===== src/design/range_mode_qualifier_unit_defines.svh =====
// ----------------------------------------------------------------------------
// Range mode qualifier assertion macros
// Shared wrappers for the concurrent checks of the range mode qualifier.
// ----------------------------------------------------------------------------
`ifndef RANGE_MODE_QUALIFIER_UNIT_DEFINES_SVH
`define RANGE_MODE_QUALIFIER_UNIT_DEFINES_SVH

// Check that is switched off while reset is high.
`define RMQ_ASSERT(label, clk, rst, prop, msg) \
   label: assert property (@(posedge clk) disable iff (rst) prop) else $error(msg);

// Check that also holds during reset.
`define RMQ_ASSERT_ALWAYS(label, clk, prop, msg) \
   label: assert property (@(posedge clk) prop) else $error(msg);

`endif


===== src/design/rmq_pkg.sv =====
// ----------------------------------------------------------------------------
// Range mode qualifier package
// Widths, reset values and register indexes shared by the qualifier modules.
// ----------------------------------------------------------------------------
package rmq_pkg;

   localparam int DIST_W               = 11;
   localparam int RUN_W                = 4;
   localparam int WINDOW_DEPTH_DEFAULT = 5;

   localparam logic [RUN_W-1:0]  RUN_MAX = '1;

   // Reset values: 15.0 cm, 25.0 cm and 8.5 cm in 1/16 cm units.
   localparam logic [DIST_W-1:0] CONFINED_LIMIT_RESET = 11'd240;
   localparam logic [DIST_W-1:0] OPEN_LIMIT_RESET     = 11'd400;
   localparam logic [DIST_W-1:0] FRONT_SAFE_RESET     = 11'd136;
   localparam logic [RUN_W-1:0]  STABLE_NEEDED_RESET  = 4'd5;

   typedef enum logic [1:0] {
      CSR_CONFINED_LIMIT = 2'd0,
      CSR_OPEN_LIMIT     = 2'd1,
      CSR_FRONT_SAFE     = 2'd2,
      CSR_STABLE_NEEDED  = 2'd3
   } csr_index_type;

   typedef enum logic {
      MODE_LINE = 1'b0,
      MODE_MAZE = 1'b1
   } mode_type;

endpackage


===== src/design/rmq_window.sv =====
// ----------------------------------------------------------------------------
// Range mode qualifier history window
// Circular history of one range channel with a running sum of its entries.
// ----------------------------------------------------------------------------
module rmq_window
   import rmq_pkg::*;
#(
   parameter  int WINDOW_DEPTH = WINDOW_DEPTH_DEFAULT,
   localparam int SLOT_W       = (WINDOW_DEPTH > 1) ? $clog2(WINDOW_DEPTH) : 1,
   localparam int SUM_W        = DIST_W + $clog2(WINDOW_DEPTH)
) (
   input  logic              clock,
   input  logic              reset,
   input  logic              update,
   input  logic [SLOT_W-1:0] slot,
   input  logic [DIST_W-1:0] sample,
   output logic [SUM_W-1:0]  sum_next
);

   logic [DIST_W-1:0] window_ff [WINDOW_DEPTH];
   logic [SUM_W-1:0]  sum_ff;

   // The oldest entry leaves the sum as the new sample takes its slot.
   assign sum_next = sum_ff - SUM_W'(window_ff[slot]) + SUM_W'(sample);

   always_ff @(posedge clock) begin
      if (reset) begin
         for (int i = 0; i < WINDOW_DEPTH; i++) begin
            window_ff[i] <= '0;
         end
         sum_ff <= '0;
      end else if (update) begin
         window_ff[slot] <= sample;
         sum_ff          <= sum_next;
      end
   end

endmodule


===== src/design/range_mode_qualifier_unit.sv =====
// ----------------------------------------------------------------------------
// Range mode qualifier
// Averages left, right and front range readings over a sliding window and
// switches between line following and maze navigation after a stable run.
// ----------------------------------------------------------------------------
// A request accepted into the input register moves on to the result register
// once the result channel is free to take it.
// Throughput: one request per cycle while the result channel is not stalled; the
// window sums and run counters update as a request moves between the registers.
// Reset clears the histories, sums, run counters, mode and both valid flags,
// and loads the threshold registers with their default values.
`include "range_mode_qualifier_unit_defines.svh"

module range_mode_qualifier_unit
   import rmq_pkg::*;
#(
   parameter int WINDOW_DEPTH = WINDOW_DEPTH_DEFAULT
) (
   input  logic              clock,
   input  logic              reset,
   // Request channel
   input  logic              req_valid,
   output logic              req_ready,
   input  logic [DIST_W-1:0] req_left_range,
   input  logic [DIST_W-1:0] req_right_range,
   input  logic [DIST_W-1:0] req_front_range,
   // Result channel
   output logic              rsp_valid,
   input  logic              rsp_ready,
   output logic              rsp_mode,
   output logic              rsp_mode_changed,
   // Configuration port
   input  logic              csr_write_en,
   input  logic [1:0]        csr_index,
   input  logic [DIST_W-1:0] csr_write_data
);

   localparam int SLOT_W = (WINDOW_DEPTH > 1) ? $clog2(WINDOW_DEPTH) : 1;
   localparam int SUM_W  = DIST_W + $clog2(WINDOW_DEPTH);

   // Configuration registers
   logic [DIST_W-1:0] confined_limit_ff;
   logic [DIST_W-1:0] open_limit_ff;
   logic [DIST_W-1:0] front_safe_ff;
   logic [RUN_W-1:0]  stable_needed_ff;

   // Input register
   logic              s1_valid_ff;
   logic [DIST_W-1:0] s1_left_ff;
   logic [DIST_W-1:0] s1_right_ff;
   logic [DIST_W-1:0] s1_front_ff;

   // Qualifier state
   logic [SLOT_W-1:0] slot_ff;
   logic [SLOT_W-1:0] slot_in;
   logic [RUN_W-1:0]  confined_run_ff;
   logic [RUN_W-1:0]  confined_run_in;
   logic [RUN_W-1:0]  open_run_ff;
   logic [RUN_W-1:0]  open_run_in;
   mode_type          mode_ff;
   mode_type          mode_in;

   // Result register
   logic              rsp_valid_ff;
   logic              rsp_mode_ff;
   logic              rsp_mode_changed_ff;

   logic              out_free;
   logic              s1_move;
   logic              req_take;
   logic [SUM_W-1:0]  left_sum;
   logic [SUM_W-1:0]  right_sum;
   logic [SUM_W-1:0]  front_sum;
   logic [SUM_W-1:0]  confined_scaled;
   logic [SUM_W-1:0]  open_scaled;
   logic [SUM_W-1:0]  front_scaled;
   logic              confined;
   logic              open_space;

   assign out_free  = !rsp_valid_ff || rsp_ready;
   assign s1_move   = s1_valid_ff && out_free;
   assign req_ready = !s1_valid_ff || out_free;
   assign req_take  = req_valid && req_ready;

   assign rsp_valid        = rsp_valid_ff;
   assign rsp_mode         = rsp_mode_ff;
   assign rsp_mode_changed = rsp_mode_changed_ff;

   // ---------------------------------------------------------------------------
   // Configuration
   // ---------------------------------------------------------------------------
   always_ff @(posedge clock) begin
      if (reset) begin
         confined_limit_ff <= CONFINED_LIMIT_RESET;
         open_limit_ff     <= OPEN_LIMIT_RESET;
         front_safe_ff     <= FRONT_SAFE_RESET;
         stable_needed_ff  <= STABLE_NEEDED_RESET;
      end else if (csr_write_en) begin
         unique case (csr_index_type'(csr_index))
            CSR_CONFINED_LIMIT: confined_limit_ff <= csr_write_data;
            CSR_OPEN_LIMIT:     open_limit_ff     <= csr_write_data;
            CSR_FRONT_SAFE:     front_safe_ff     <= csr_write_data;
            CSR_STABLE_NEEDED:  stable_needed_ff  <= csr_write_data[RUN_W-1:0];
            default: begin
            end
         endcase
      end
   end

   // ---------------------------------------------------------------------------
   // Input register
   // ---------------------------------------------------------------------------
   always_ff @(posedge clock) begin
      if (reset) begin
         s1_valid_ff <= 1'b0;
      end else if (req_ready) begin
         s1_valid_ff <= req_valid;
      end
   end

   always_ff @(posedge clock) begin
      if (req_take) begin
         s1_left_ff  <= req_left_range;
         s1_right_ff <= req_right_range;
         s1_front_ff <= req_front_range;
      end
   end

   // ---------------------------------------------------------------------------
   // Window histories
   // ---------------------------------------------------------------------------
   rmq_window #(.WINDOW_DEPTH(WINDOW_DEPTH)) u_left_window (
      .clock    (clock),
      .reset    (reset),
      .update   (s1_move),
      .slot     (slot_ff),
      .sample   (s1_left_ff),
      .sum_next (left_sum)
   );

   rmq_window #(.WINDOW_DEPTH(WINDOW_DEPTH)) u_right_window (
      .clock    (clock),
      .reset    (reset),
      .update   (s1_move),
      .slot     (slot_ff),
      .sample   (s1_right_ff),
      .sum_next (right_sum)
   );

   rmq_window #(.WINDOW_DEPTH(WINDOW_DEPTH)) u_front_window (
      .clock    (clock),
      .reset    (reset),
      .update   (s1_move),
      .slot     (slot_ff),
      .sample   (s1_front_ff),
      .sum_next (front_sum)
   );

   assign slot_in = (slot_ff == SLOT_W'(WINDOW_DEPTH - 1)) ? '0 : slot_ff + 1'b1;

   // ---------------------------------------------------------------------------
   // Qualification
   // ---------------------------------------------------------------------------
   // Thresholds are scaled by the window depth so the sums compare exactly.
   assign confined_scaled = SUM_W'(confined_limit_ff) * SUM_W'(WINDOW_DEPTH);
   assign open_scaled     = SUM_W'(open_limit_ff) * SUM_W'(WINDOW_DEPTH);
   assign front_scaled    = SUM_W'(front_safe_ff) * SUM_W'(WINDOW_DEPTH);

   assign confined   = (left_sum < confined_scaled) || (right_sum < confined_scaled) ||
                       (front_sum < front_scaled);
   assign open_space = (left_sum > open_scaled) && (right_sum > open_scaled) &&
                       (front_sum > front_scaled);

   always_comb begin
      confined_run_in = '0;
      open_run_in     = '0;
      mode_in         = mode_ff;
      priority if (confined) begin
         confined_run_in = (confined_run_ff == RUN_MAX) ? RUN_MAX : confined_run_ff + 1'b1;
         if (confined_run_in >= stable_needed_ff) begin
            mode_in = MODE_MAZE;
         end
      end else if (open_space) begin
         open_run_in = (open_run_ff == RUN_MAX) ? RUN_MAX : open_run_ff + 1'b1;
         if (open_run_in >= stable_needed_ff) begin
            mode_in = MODE_LINE;
         end
      end else begin
         confined_run_in = '0;
         open_run_in     = '0;
      end
   end

   always_ff @(posedge clock) begin
      if (reset) begin
         slot_ff         <= '0;
         confined_run_ff <= '0;
         open_run_ff     <= '0;
         mode_ff         <= MODE_LINE;
      end else if (s1_move) begin
         slot_ff         <= slot_in;
         confined_run_ff <= confined_run_in;
         open_run_ff     <= open_run_in;
         mode_ff         <= mode_in;
      end
   end

   // ---------------------------------------------------------------------------
   // Result register
   // ---------------------------------------------------------------------------
   always_ff @(posedge clock) begin
      if (reset) begin
         rsp_valid_ff <= 1'b0;
      end else if (out_free) begin
         rsp_valid_ff <= s1_valid_ff;
      end
   end

   always_ff @(posedge clock) begin
      if (s1_move) begin
         rsp_mode_ff         <= mode_in;
         rsp_mode_changed_ff <= (mode_in != mode_ff);
      end
   end

   // ---------------------------------------------------------------------------
   // Assertions
   // ---------------------------------------------------------------------------
   `RMQ_ASSERT(a_runs_exclusive, clock, reset,
      !((confined_run_ff != '0) && (open_run_ff != '0)),
      "confined and open runs both nonzero")
   `RMQ_ASSERT(a_changed_matches_mode, clock, reset,
      (!reset && s1_move) |=> (rsp_mode_changed_ff == (mode_ff != $past(mode_ff))),
      "changed flag disagrees with mode update")
   `RMQ_ASSERT(a_mode_reported, clock, reset,
      (!reset && s1_move) |=> (rsp_valid_ff && (rsp_mode_ff == mode_ff)),
      "result mode differs from held mode")
   `RMQ_ASSERT_ALWAYS(a_slot_in_range, clock,
      reset || ({1'b0, slot_ff} < (SLOT_W + 1)'(WINDOW_DEPTH)),
      "write slot beyond window depth")

endmodule

===== config.mk =====
export PLATFORM = sky130hd
export DESIGN_NAME = range_mode_qualifier_unit
export DESIGN_NICKNAME = d
export VERILOG_FILES = /design/src/design/rmq_pkg.sv /design/src/design/rmq_window.sv /design/src/design/range_mode_qualifier_unit.sv
export VERILOG_INCLUDE_DIRS = /design/src /design/src/design
export SDC_FILE = /design/constraint.sdc
export NUM_CORES = 1
export LEC_CHECK = 0
export BUFFER_PORTS_ARGS = -buffer_cell sky130_fd_sc_hd__buf_2
export CORE_MARGIN = 2
export CORE_UTILIZATION = 30
export CTS_CLUSTER_DIAMETER = 60
export DETAILED_ROUTE_END_ITERATION = 6
export HOLD_SLACK_MARGIN = 0.06
export MAX_ROUTING_LAYER = met4
export PLACE_DENSITY_LB_ADDON = 0.08
export SLEW_MARGIN = 20
export SYNTH_ARGS = -nofsm -noshare
export SYNTH_HDL_FRONTEND = slang
export SYNTH_SLANG_ARGS = --single-unit

===== constraint.sdc =====
create_clock -name clock -period 6.05 [get_ports clock]
set_input_delay 0.9075 -clock clock [delete_from_list [all_inputs] [get_ports clock]]
set_output_delay 0.9075 -clock clock [all_outputs]
set_load 0.03 [all_outputs]

==> impl_metrics.sql, run 1 <==
INSERT INTO impl_metrics (metric_group, metric, value, unit) VALUES
('logic_synthesis', 'synth-seq-area-share', '50.6', '%'),
('worst_setup_path', 'timing.critical_path.cells', 'buf_16, mux4_2, mux2_2, fa_1, inv_1, ha_1, a21oi_2, nor2_1, nor4_2, buf_4, o311ai_4, o31ai_2, or4b_4, o211ai_1, xnor2_1, ha_1, nand4_1, nor4_4, nand2_1, mux2i_2, buf_4, nor3_1, nand4_1, o21bai_1', ''),
('logic_synthesis', 'post_synth_edffs', '299', ''),
('run', 'drv_cap', '0', ''),
('sta', 'finalWorstPathRequiredPeriod', '5800', 'ps'),
('logic_synthesis', 'synth.avg_cell_area', '11.9', 'um2'),
('finish', 'multi_input_logic_area', '9820', 'um2'),
('cts', 'clkSlewWorstSetupHoldPaths', '60', 'ps'),
('pwr', 'share_comb_of_total_power', '36.8', '%'),
('floorplan', 'floorplan.initialDensity', '30.2', '%'),
('pwr', 'sw_frac_of_total', '34.5', '%'),
('sta', 'pins_over_their_slew_limit', '0', ''),
('logic_synthesis', 'synth-async-reset-ratio', '0', '%'),
('finish', 'commonest_non_fill_non_tap_cells_in_the_layout', 'edfxtp_1, inv_1, ha_1', ''),
('sta', 'worst_slew_pin_slew', '1130', 'ps'),
('placement', 'pre_cts_slack', '-33.2', 'ps'),
('worst_setup_path', 'worst_setup_path_start_kind', 'flip-flop', ''),
('logic_synthesis', 'ys_types', '65', ''),
('cts', 'cts_tree', 'done', ''),
('worst_setup_path', 'cp-end-kind', 'flip-flop', ''),
('finish', 'area.sequential', '10900', 'um2'),
('finish', 'final_stage_net_count', '2177', ''),
('logic_synthesis', 'syn-instance-count', '1807', ''),
('sta', 'finalHoldViolations', '0', ''),
('placement', 'place.port_buffers', '54', ''),
('route', 'detail_route.iter0.violations', '793', ''),
('finish', 'layout.cells.most_common', 'edfxtp_1', ''),
('pwr', 'p_switching', '3.33', 'mW'),
('logic_synthesis', 'synth.ff_latch_count', '395', ''),
('route', 'drt_wl_total', '64.0', 'mm'),
('worst_setup_path', 'cpMaxStageDelayCell', 'mux4_2', ''),
('hold_path', 'hold_path.class', 'flip-flop to flip-flop', ''),
('logic_synthesis', 'ys_dominant_reg_cell', 'edfxtp_1', ''),
('floorplan', 'num_rows', '98', ''),
('pwr', 'cellLeakagePower', '9.80', 'nW'),
('cts', 'max-clock-path-buffers', '3', ''),
('route', 'drt_first_pass_iters', '5', ''),
('sta', 'post-route-worst-setup-slack', '251', 'ps'),
('pwr', 'clock_share_of_power', '30.6', '%'),
('worst_setup_path', 'critical_path.max_fanout', '12', ''),
('worst_setup_path', 'ff2ff_setup_slack', '250', 'ps'),
('route', 'route.detailed.drc', '0', ''),
('route', 'drt.antenna.violating_nets', '0', ''),
('cts', 'cts_inserted_buffers', '50', ''),
('route', 'avgViaCountPerCell', '4.97', ''),
('pwr', 'internal_power_contribution', '6.32', 'mW'),
('logic_synthesis', 'synthesis.area', '21500', 'um2'),
('grt', 'grt_max_degree', '94', ''),
('finish', 'filler_cell_count', '6917', ''),
('worst_setup_path', 'cp.buffers_inverters', '4', ''),
('run_status', 'outcome', 'complete, no violations', ''),
('pwr', 'p_per_area', '380', 'nW/um2'),
('sta', 'fin_worst_hold_slack', '455', 'ps'),
('finish', 'syn_to_final_growth', '18.0', '%'),
('floorplan', 'die_height', '272', 'um'),
('worst_setup_path', 'critPathTopFamily', 'simple AND/OR/NAND/NOR gates', ''),
('route', 'routedWlPerCell', '22.0', 'um'),
('sta', 'final.setup.tns', '0', 'ps'),
('logic_synthesis', 'yosys_warning_count', '0', ''),
('floorplan', 'die_width', '272', 'um'),
('worst_setup_path', 'worst_path_largest_cell_delay', '500', 'ps'),
('placement', 'place_hpwl', '43.1', 'mm'),
('worst_setup_path', 'crit_type', 'flip-flop to flip-flop', ''),
('grt', 'grt_util_all_layers', '17.8', '%'),
('cts', 'clock_tree.root_cell', 'clkbuf_16', ''),
('route', 'total_number_of_vias', '14400', ''),
('finish', 'drive_gt1_share', '20.0', '%'),
('cts', 'clock_sink_count', '395', ''),
('grt', 'grt_pass1_wl', '96.0', 'mm'),
('worst_setup_path', 'arrival', '6140', 'ps'),
('logic_synthesis', 'synthesis.nets', '2066', '');
routing by layer:
| metal | track usage, % | share of wire [%] |
|---|---|---|
| met2 | 29.0 | 48 |
| met3 | 2.29 | 3.3 |
| met5 | - | 0 |
| met4 | 3.85 | 1.8 |
| met1 | 23.7 | 47 |
cells by family after synthesis:
kind of cell,count (synthesis),share of synthesized area (%)
buf+inv,286,4.98
mux,105,8.90
xor+xnor,57,2.35
flops,395,50.6
fa+ha+maj,208,13.3
simple gates,494,11.7
compound gates,262,8.14
registers in the layout, summed over array words and instances, names as in the netlist, 4 cells and up, named ones only:
signal / count
stable_needed_ff: 4
u_front_window.sum_ff: 14
u_right_window.window_ff: 88
u_right_window.sum_ff: 14
s1_left_ff: 11
u_front_window.window_ff: 88
open_limit_ff: 11
s1_right_ff: 11
u_left_window.window_ff: 88
confined_run_ff: 4
u_left_window.sum_ff: 14
open_run_ff: 4
s1_front_ff: 11
front_safe_ff: 11
confined_limit_ff: 11
synth_stat cells, drive strengths merged, types with 11 or more instances:
cell type	n	area [um2]
a21oi	113	566
ha	172	2150
nand3	15	75.1
clkbuf	77	289
a22o	16	140
mux4	66	1490
nand2b	11	68.8
nor3	22	110
nand2	157	589
xor2	17	156
xnor2	40	350
o21bai	12	93.8
edfxtp	299	8980
fa	36	721
dfxtp	96	1920
nor2	67	251
o21ai	30	150
and2	48	300
a21o	37	278
mux2	33	372
inv	198	743
nor4	125	788
per-stage QoR:
stage / power (mW) / area, um2 / std cells
floorplan: 5.36 / 21500 / 1807
finish: 9.65 / 25400 / 2908
global route: 10.3 / 25400 / 2908
global placement: 6.52 / 23400 / 2794
detailed placement: 6.53 / 23400 / 2794
CTS: 9.55 / 25000 / 2886
area by class of cell:
class                   instances  share of cell area [%]
flip-flops and latches        395                    42.9
clock buffers                  71                    5.56
clock inverters                21                   0.802
multi-input cells            1126                    38.6
well taps                     950                    4.67
repair buffers                146                    4.50
inverters                     199                    2.94
path summary, 6_finish.rpt:
path                                            to                                  start  cells past startpoint
max                     rsp_mode_changed$_DFFE_PP_                              flip-flop                     24
min          u_right_window.sum_ff[3]$_SDFFE_PP0P_  u_right_window.sum_ff[3]$_SDFFE_PP0P_                      2
max reg2reg             rsp_mode_changed$_DFFE_PP_                              flip-flop                     24
min reg2reg  u_right_window.sum_ff[3]$_SDFFE_PP0P_  u_right_window.sum_ff[3]$_SDFFE_PP0P_                      2
power by group through the flow:
stage | Clock, mW | Sequential (mW) | Combinational (mW)
after floorplan | 0 | 3.16 | 2.20
after global placement | 0 | 3.20 | 3.32
after detailed placement | 0 | 3.20 | 3.33
after CTS | 3.04 | 3.14 | 3.36
after global routing | 3.14 | 3.16 | 3.99
final | 2.95 | 3.14 | 3.55
what timing repair did:
action / in CTS / in global routing
setup endpoints to repair: 9 / 11
setup buffers: 0 / 21
pin swaps: 2 / 21
hold buffers: 0 / 0
gates cloned: 0 / 1
resized for setup: 2 / 44
worst min-delay path: cells and delay by family (launching register included):
kind            cells  cell delay, ps
simple gates        1              50
flops               1             310
compound gates      1              50
Note: power is estimated with default switching activity, not from simulation.
==> inputs of run 2 (changes only) <==
Clock period 6.05 ns to 6.53 ns, I/O delays scaled along.
==> run 2 against run 1 <==
Global-route usage rose by 0.13 points. First-iteration DRC count up 11%. Clock-buffer cell count shrank 8. Core utilization is 0.66 points lower. Clock power is 2% lower. Via count down 1.2%. Largest cell class unchanged. Cell count is 1.0% lower.
==> impl_metrics.sql, run 2 (synthesized netlist as in run 1, its figures left out) <==
INSERT INTO impl_metrics (metric_group, metric, value, unit) VALUES
('route', 'wl_met1', '30.5', 'mm'),
('worst_setup_path', 'crit_type', 'flip-flop to flip-flop', ''),
('finish', 'finish.utilization', '35.0', '%'),
('finish', 'filler_cell_count', '6992', ''),
('finish', 'multi_input_logic_area', '9640', 'um2'),
('placement', 'pre_cts_slack', '222', 'ps'),
('worst_setup_path', 'arrival', '6620', 'ps'),
('route', 'routedWlPerCell', '22.3', 'um'),
('placement', 'place.port_buffers', '54', ''),
('finish', 'num_antenna_cells', '0', ''),
('floorplan', 'floorplan.initialDensity', '30.2', '%'),
('worst_setup_path', 'critPathTopFamily', 'compound AO/OA/AOI/OAI gates', ''),
('cts', 'clock_tree.root_cell', 'clkbuf_16', ''),
('route', 'total_number_of_vias', '14300', ''),
('cts', 'cts_inserted_buffers', '53', ''),
('floorplan', 'pin_count', '55', ''),
('pwr', 'vdd_drop_max', '0.200', 'mV'),
('sta', 'finalHoldViolations', '0', ''),
('floorplan', 'die_area', '74000', 'um2'),
('sta', 'final.setup.tns', '0', 'ps'),
('sta', 'finalCritPeriodShare', '94.2', '%'),
('grt', 'first_global_vias', '15100', ''),
('sta', 'pins_over_their_slew_limit', '0', ''),
('pwr', 'clock_share_of_power', '32.9', '%'),
('cts', 'clock_sink_count', '395', ''),
('placement', 'place_hpwl', '43.1', 'mm'),
('cts', 'cts_tree', 'done', ''),
('grt', 'globalRoute.totalOverflow', '0', ''),
('finish', 'commonest_non_fill_non_tap_cells_in_the_layout', 'edfxtp_1, inv_1, ha_1', ''),
('grt', 'grt_pass1_wl', '96.3', 'mm'),
('worst_setup_path', 'cp.buffers_inverters', '5', ''),
('sta', 'finalSetupViolCount', '0', ''),
('grt', 'grt_util_all_layers', '17.9', '%'),
('finish', 'layout.cells.most_common', 'edfxtp_1', ''),
('finish', 'drive_gt1_share', '17.2', '%'),
('finish', 'syn_to_final_growth', '15.9', '%'),
('pwr', 'report.power.total', '8.75', 'mW'),
('sta', 'timing.fmax', '163', 'MHz'),
('sta', 'relSlewSlack', '33.2', '%'),
('worst_setup_path', 'cp.required', '7000', 'ps'),
('route', 'highest_layer', 'met4', ''),
('floorplan', 'num_rows', '98', ''),
('worst_setup_path', 'crit_top_cell', 'buf_4', ''),
('pwr', 'cellLeakagePower', '9.62', 'nW'),
('hold_path', 'hold_path.class', 'flip-flop to flip-flop', ''),
('pwr', 'sw_frac_of_total', '34.3', '%'),
('cts', 'h_tree_depth_reported_by_cts', '2', ''),
('cts', 'insertion_delay', '610', 'ps'),
('run_status', 'outcome', 'complete, no violations', ''),
('grt', 'grt_max_degree', '70', ''),
('finish', 'largest_registers', 'u_front_window.window_ff x88, u_left_window.window_ff x88, u_right_window.window_ff x88', ''),
('sta', 'fin_worst_hold_slack', '456', 'ps'),
('worst_setup_path', 'critical_path.max_fanout', '9', ''),
('pwr', 'internal_power_contribution', '5.75', 'mW'),
('pwr', 'share_comb_of_total_power', '33.8', '%'),
('finish', 'layout.cell_area.non_filler', '25000', 'um2'),
('sta', 'worst_slew_pin_slew', '1000', 'ps'),
('worst_setup_path', 'cp-end-kind', 'flip-flop', ''),
('route', 'drt.antenna.violating_nets', '0', ''),
('placement', 'gpl.final_weighted_congestion', '0.778', ''),
('route', 'drt_first_pass_iters', '4', ''),
('floorplan', 'placeableCoreArea', '71200', 'um2'),
('route', 'wl_met3', '2.33', 'mm'),
('worst_setup_path', 'cpMaxStageDelayCell', 'mux4_2', ''),
('grt', 'number_of_antenna_violations_at_the_first_check_in_global_routing', '0', ''),
('hold_path', 'hold_path_startpoint', 'u_right_window.sum_ff[6]$_SDFFE_PP0P_', ''),
('placement', 'place_inst', '2777', ''),
('finish', 'layout.cells.non_filler', '2879', ''),
('pwr', 'power_frac_seq', '33.3', '%'),
('sta', 'rsz_0062_raised_after_global_routing', 'true', ''),
('finish', 'final_stage_net_count', '2146', ''),
('worst_setup_path', 'worst_setup_path_start_kind', 'flip-flop', ''),
('route', 'met2_length', '30.0', 'mm'),
('cts', 'clkSlewWorstSetupHoldPaths', '60', 'ps'),
('run', 'drv_cap', '0', ''),
('route', 'route.detailed.drc', '0', ''),
('route', 'avgViaCountPerCell', '4.95', ''),
('floorplan', 'die_width', '272', 'um'),
('route', 'drt_wl_total', '64.1', 'mm'),
('cts', 'max-clock-path-buffers', '3', ''),
('sta', 'finalWorstPathRequiredPeriod', '6150', 'ps'),
('sta', 'post-route-worst-setup-slack', '381', 'ps'),
('placement', 'placed_area', '23100', 'um2'),
('sta', 'clock-skew-final', '35.2', 'ps'),
('pwr', 'p_per_area', '350', 'nW/um2'),
('finish', 'area.sequential', '10900', 'um2'),
('worst_setup_path', 'worst_path_largest_cell_delay', '510', 'ps'),
('pwr', 'p_switching', '3.00', 'mW'),
('route', 'detail_route.iter0.violations', '882', ''),
('floorplan', 'die_height', '272', 'um');
-- run 2: changes by cell type in the layout (fill, tap and decap cells not counted), moves of 4 or more --
cell,before,now
clkinv_1,4,9
clkbuf_1,15,10
buf_12,10,0
ha_1,167,172
buf_4,77,56
a21oi_2,7,0
nor3_1,17,21
a21oi_1,106,113
nor3_2,5,1
nor2_1,60,64
nor2_2,4,0
clkbuf_8,4,0
-- run 2: worst paths after layout --
kind / endpoint / slack, ps / cells past startpoint
min reg2reg: u_right_window.sum_ff[6]$_SDFFE_PP0P_ / 460 / 2
max reg2reg: mode_ff$_SDFFE_PP0P_ / 380 / 25
max: mode_ff$_SDFFE_PP0P_ / 380 / 25
min: u_right_window.sum_ff[6]$_SDFFE_PP0P_ / 460 / 2
-- run 2: routing by layer --
layer  vias to the layer above  GRT usage [%]
met2                       237           28.7
met5                         -              -
li1                       6791              -
met1                      7157           24.1
met3                        78           2.49
met4                         0           4.16
-- run 2: cell type report --
class,count,area share (%)
Clock inverter,34,1.47
Sequential cell,395,43.7
Tap cell,950,4.76
Multi-Input combinational cell,1126,38.6
Clock buffer,63,5.46
Inverter,199,2.99
Timing Repair Buffer,112,2.95
-- run 2: worst register-to-register path: cells and delay by family, from the launching register on --
family          cells  cell delay, ps
compound gates      8            1770
fa+ha+maj           3            1090
mux                 3             970
buf+inv             5             810
simple gates        5             760
flops               1             470
xor+xnor            1             150
-- run 2: power by group through the flow --
stage | Combinational, mW | Clock, mW | Sequential (mW)
after CTS | 2.97 | 2.97 | 2.92
after floorplan | 2.04 | 0 | 2.93
final | 2.96 | 2.88 | 2.91
after global routing | 3.35 | 3.07 | 2.93
after global placement | 2.92 | 0 | 2.97
after detailed placement | 2.95 | 0 | 2.97
-- run 2: what timing repair did --
item,in CTS,in global routing
setup buffers,0,5
endpoints found under the setup margin,0,10
gates resized for setup,0,8
hold buffers,0,0
==> inputs of run 3 (changes only) <==
Settings changed: CORE_MARGIN 2 to 1, PLACE_DENSITY_LB_ADDON 0.08 to not set.
==> run 3 against run 2 <==
Sequential share of layout area grew 0.66 points. Wire length down 12%. Critical path depth is 2 lower. Maximum frequency decreased by 0.66%. Critical endpoint is now open_run_ff[0]$_SDFFE_PP0P_. Highest routed layer unchanged.
==> impl_metrics.sql, run 3 (synthesized netlist as in run 1, its figures left out) <==
INSERT INTO impl_metrics (metric_group, metric, value, unit) VALUES
('run_status', 'outcome', 'complete, no violations', ''),
('route', 'detail_route.iter0.violations', '1096', ''),
('finish', 'layout.cells.most_common', 'edfxtp_1', ''),
('sta', 'relSlewSlack', '25.4', '%'),
('floorplan', 'num_rows', '97', ''),
('cts', 'cts_tree', 'done', ''),
('sta', 'clock-skew-final', '20.7', 'ps'),
('hold_path', 'hold_path.class', 'flip-flop to flip-flop', ''),
('worst_setup_path', 'crit_type', 'flip-flop to flip-flop', ''),
('worst_setup_path', 'critPathTopFamily', 'compound AO/OA/AOI/OAI gates', ''),
('route', 'drt_wl_total', '56.6', 'mm'),
('worst_setup_path', 'timing.critical_path.cells', 'buf_12, mux4_2, mux2_2, fa_1, inv_1, fa_1, a21o_1, a21oi_1, o21bai_1, a21o_1, a21oi_1, o22ai_1, o41ai_1, xnor2_1, ha_1, and4_1, nand2_1, nor3_1, or4b_1, o2111ai_1, nor3_1, and4_1, a22o_1', ''),
('sta', 'finalCritPeriodShare', '94.8', '%'),
('pwr', 'p_per_area', '339', 'nW/um2'),
('grt', 'grt_pass1_wl', '86.9', 'mm'),
('route', 'total_number_of_vias', '14400', ''),
('hold_path', 'min_delay_path_depth', '2', ''),
('finish', 'layout.cell_area.non_filler', '24600', 'um2'),
('finish', 'drive_gt1_share', '15.8', '%'),
('placement', 'place_inst', '2749', ''),
('route', 'route.detailed.drc', '0', ''),
('floorplan', 'placeableCoreArea', '70500', 'um2'),
('sta', 'worst_slew_pin_slew', '1120', 'ps'),
('sta', 'timing.fmax', '162', 'MHz'),
('worst_setup_path', 'cp-end-kind', 'flip-flop', ''),
('worst_setup_path', 'cpMaxStageDelayCell', 'mux4_2', ''),
('cts', 'h_tree_depth_reported_by_cts', '2', ''),
('grt', 'grt_max_degree', '86', ''),
('grt', 'grt_util_all_layers', '15.8', '%'),
('worst_setup_path', 'worst_r2r_path_depth', '23', ''),
('floorplan', 'die_width', '270', 'um'),
('route', 'drt_first_pass_iters', '5', ''),
('pwr', 'vdd_drop_max', '0.164', 'mV'),
('route', 'drt.antenna.violating_nets', '0', ''),
('placement', 'place.port_buffers', '54', ''),
('worst_setup_path', 'timing.critical_path.depth', '23', ''),
('floorplan', 'pin_count', '55', ''),
('worst_setup_path', 'cp.buffers_inverters', '2', ''),
('placement', 'place_hpwl', '39.0', 'mm'),
('sta', 'final.setup.tns', '0', 'ps'),
('sta', 'finalWorstPathRequiredPeriod', '6190', 'ps'),
('cts', 'number_of_buffers_added_to_fix_hold_violations_after_cts', '0', ''),
('cts', 'max-clock-path-buffers', '3', ''),
('grt', 'globalRoute.totalOverflow', '0', ''),
('floorplan', 'die_area', '72900', 'um2'),
('floorplan', 'die_height', '270', 'um'),
('finish', 'commonest_non_fill_non_tap_cells_in_the_layout', 'edfxtp_1, inv_1, ha_1', ''),
('worst_setup_path', 'arrival', '6660', 'ps'),
('grt', 'first_global_vias', '14700', ''),
('worst_setup_path', 'critical_path.max_fanout', '10', ''),
('run', 'drv_cap', '0', ''),
('cts', 'cts_inserted_buffers', '45', ''),
('sta', 'pins_over_their_slew_limit', '0', ''),
('grt', 'number_of_antenna_violations_at_the_first_check_in_global_routing', '1', ''),
('sta', 'finalHoldViolations', '0', ''),
('worst_setup_path', 'worst_setup_path_start_kind', 'flip-flop', ''),
('sta', 'rsz_0062_raised_after_global_routing', 'false', ''),
('cts', 'insertion_delay', '580', 'ps'),
('finish', 'final_stage_net_count', '2119', ''),
('floorplan', 'floorplan.initialDensity', '30.6', '%'),
('placement', 'placed_area', '23000', 'um2'),
('cts', 'clkSlewWorstSetupHoldPaths', '60', 'ps'),
('finish', 'largest_registers', 'u_front_window.window_ff x88, u_left_window.window_ff x88, u_right_window.window_ff x88', ''),
('route', 'routedWlPerCell', '20.0', 'um'),
('finish', 'syn_to_final_growth', '14.1', '%'),
('worst_setup_path', 'worst_path_largest_cell_delay', '500', 'ps'),
('worst_setup_path', 'cp.required', '7000', 'ps'),
('placement', 'gpl.final_weighted_congestion', '0.932', ''),
('route', 'avgViaCountPerCell', '5.07', ''),
('sta', 'finalSetupViolCount', '0', ''),
('cts', 'clock_tree.root_cell', 'clkbuf_16', ''),
('finish', 'layout.cells.non_filler', '2837', ''),
('cts', 'clock_sink_count', '395', ''),
('pwr', 'cellLeakagePower', '9.42', 'nW');
-- run 3: area by class of cell --
cell class / count / area, um2
diodes: 1 / 2.50
clock buffers: 57 / 1270
clock inverters: 26 / 225
fillers: 6842 / 45900
inverters: 199 / 747
multi-input cells: 1126 / 9640
flip-flops and latches: 395 / 10900
well taps: 940 / 1180
repair buffers: 93 / 609
-- run 3: timing repair --
item,in CTS,in global routing
endpoints found under the setup margin,0,7
setup buffers,0,3
resized for setup,0,5
-- run 3: through the flow --
stage | utilization, % | setup WS [ps] | hold WS (ps) | power, mW
after CTS | 34.7 | 210 | 458 | 8.37
after detailed placement | 32.6 | 222 | 450 | 5.79
after global routing | 34.8 | 23.5 | 476 | 8.82
after global placement | 32.6 | 385 | 443 | 5.71
after floorplan | - | 123 | 435 | 4.97
final | 34.8 | 339 | 455 | 8.33
-- run 3: power by group --
group          switching, mW  internal [mW]  leakage, nW
registers             0.0862           2.83         3.73
logic                   1.71           1.16         4.96
clock network           1.05           1.50        0.738
total                   2.84           5.49         9.42
-- run 3: worst paths after layout --
path | slack [ps] | endpoint | start
min reg2reg | 460 | u_right_window.sum_ff[5]$_SDFFE_PP0P_ | u_right_window.sum_ff[5]$_SDFFE_PP0P_
max | 340 | open_run_ff[0]$_SDFFE_PP0P_ | flip-flop
min | 460 | u_right_window.sum_ff[5]$_SDFFE_PP0P_ | u_right_window.sum_ff[5]$_SDFFE_PP0P_
max reg2reg | 340 | open_run_ff[0]$_SDFFE_PP0P_ | flip-flop
-- run 3: layer usage --
layer	GRT usage [%]	routed length (um)	up-vias
met2	26.0	27300	394
met5	-	0	-
met4	6.15	2160	0
li1	-	-	6731
met3	2.15	2600	116
met1	19.7	24500	7134
-- run 3: worst register-to-register path: cells and delay by family (launching register included) --
family,cells,cell delay [ps]
simple gates,6,1380
mux,2,790
fa+ha+maj,3,1290
buf+inv,2,270
xor+xnor,1,190
flops,1,460
compound gates,9,1720
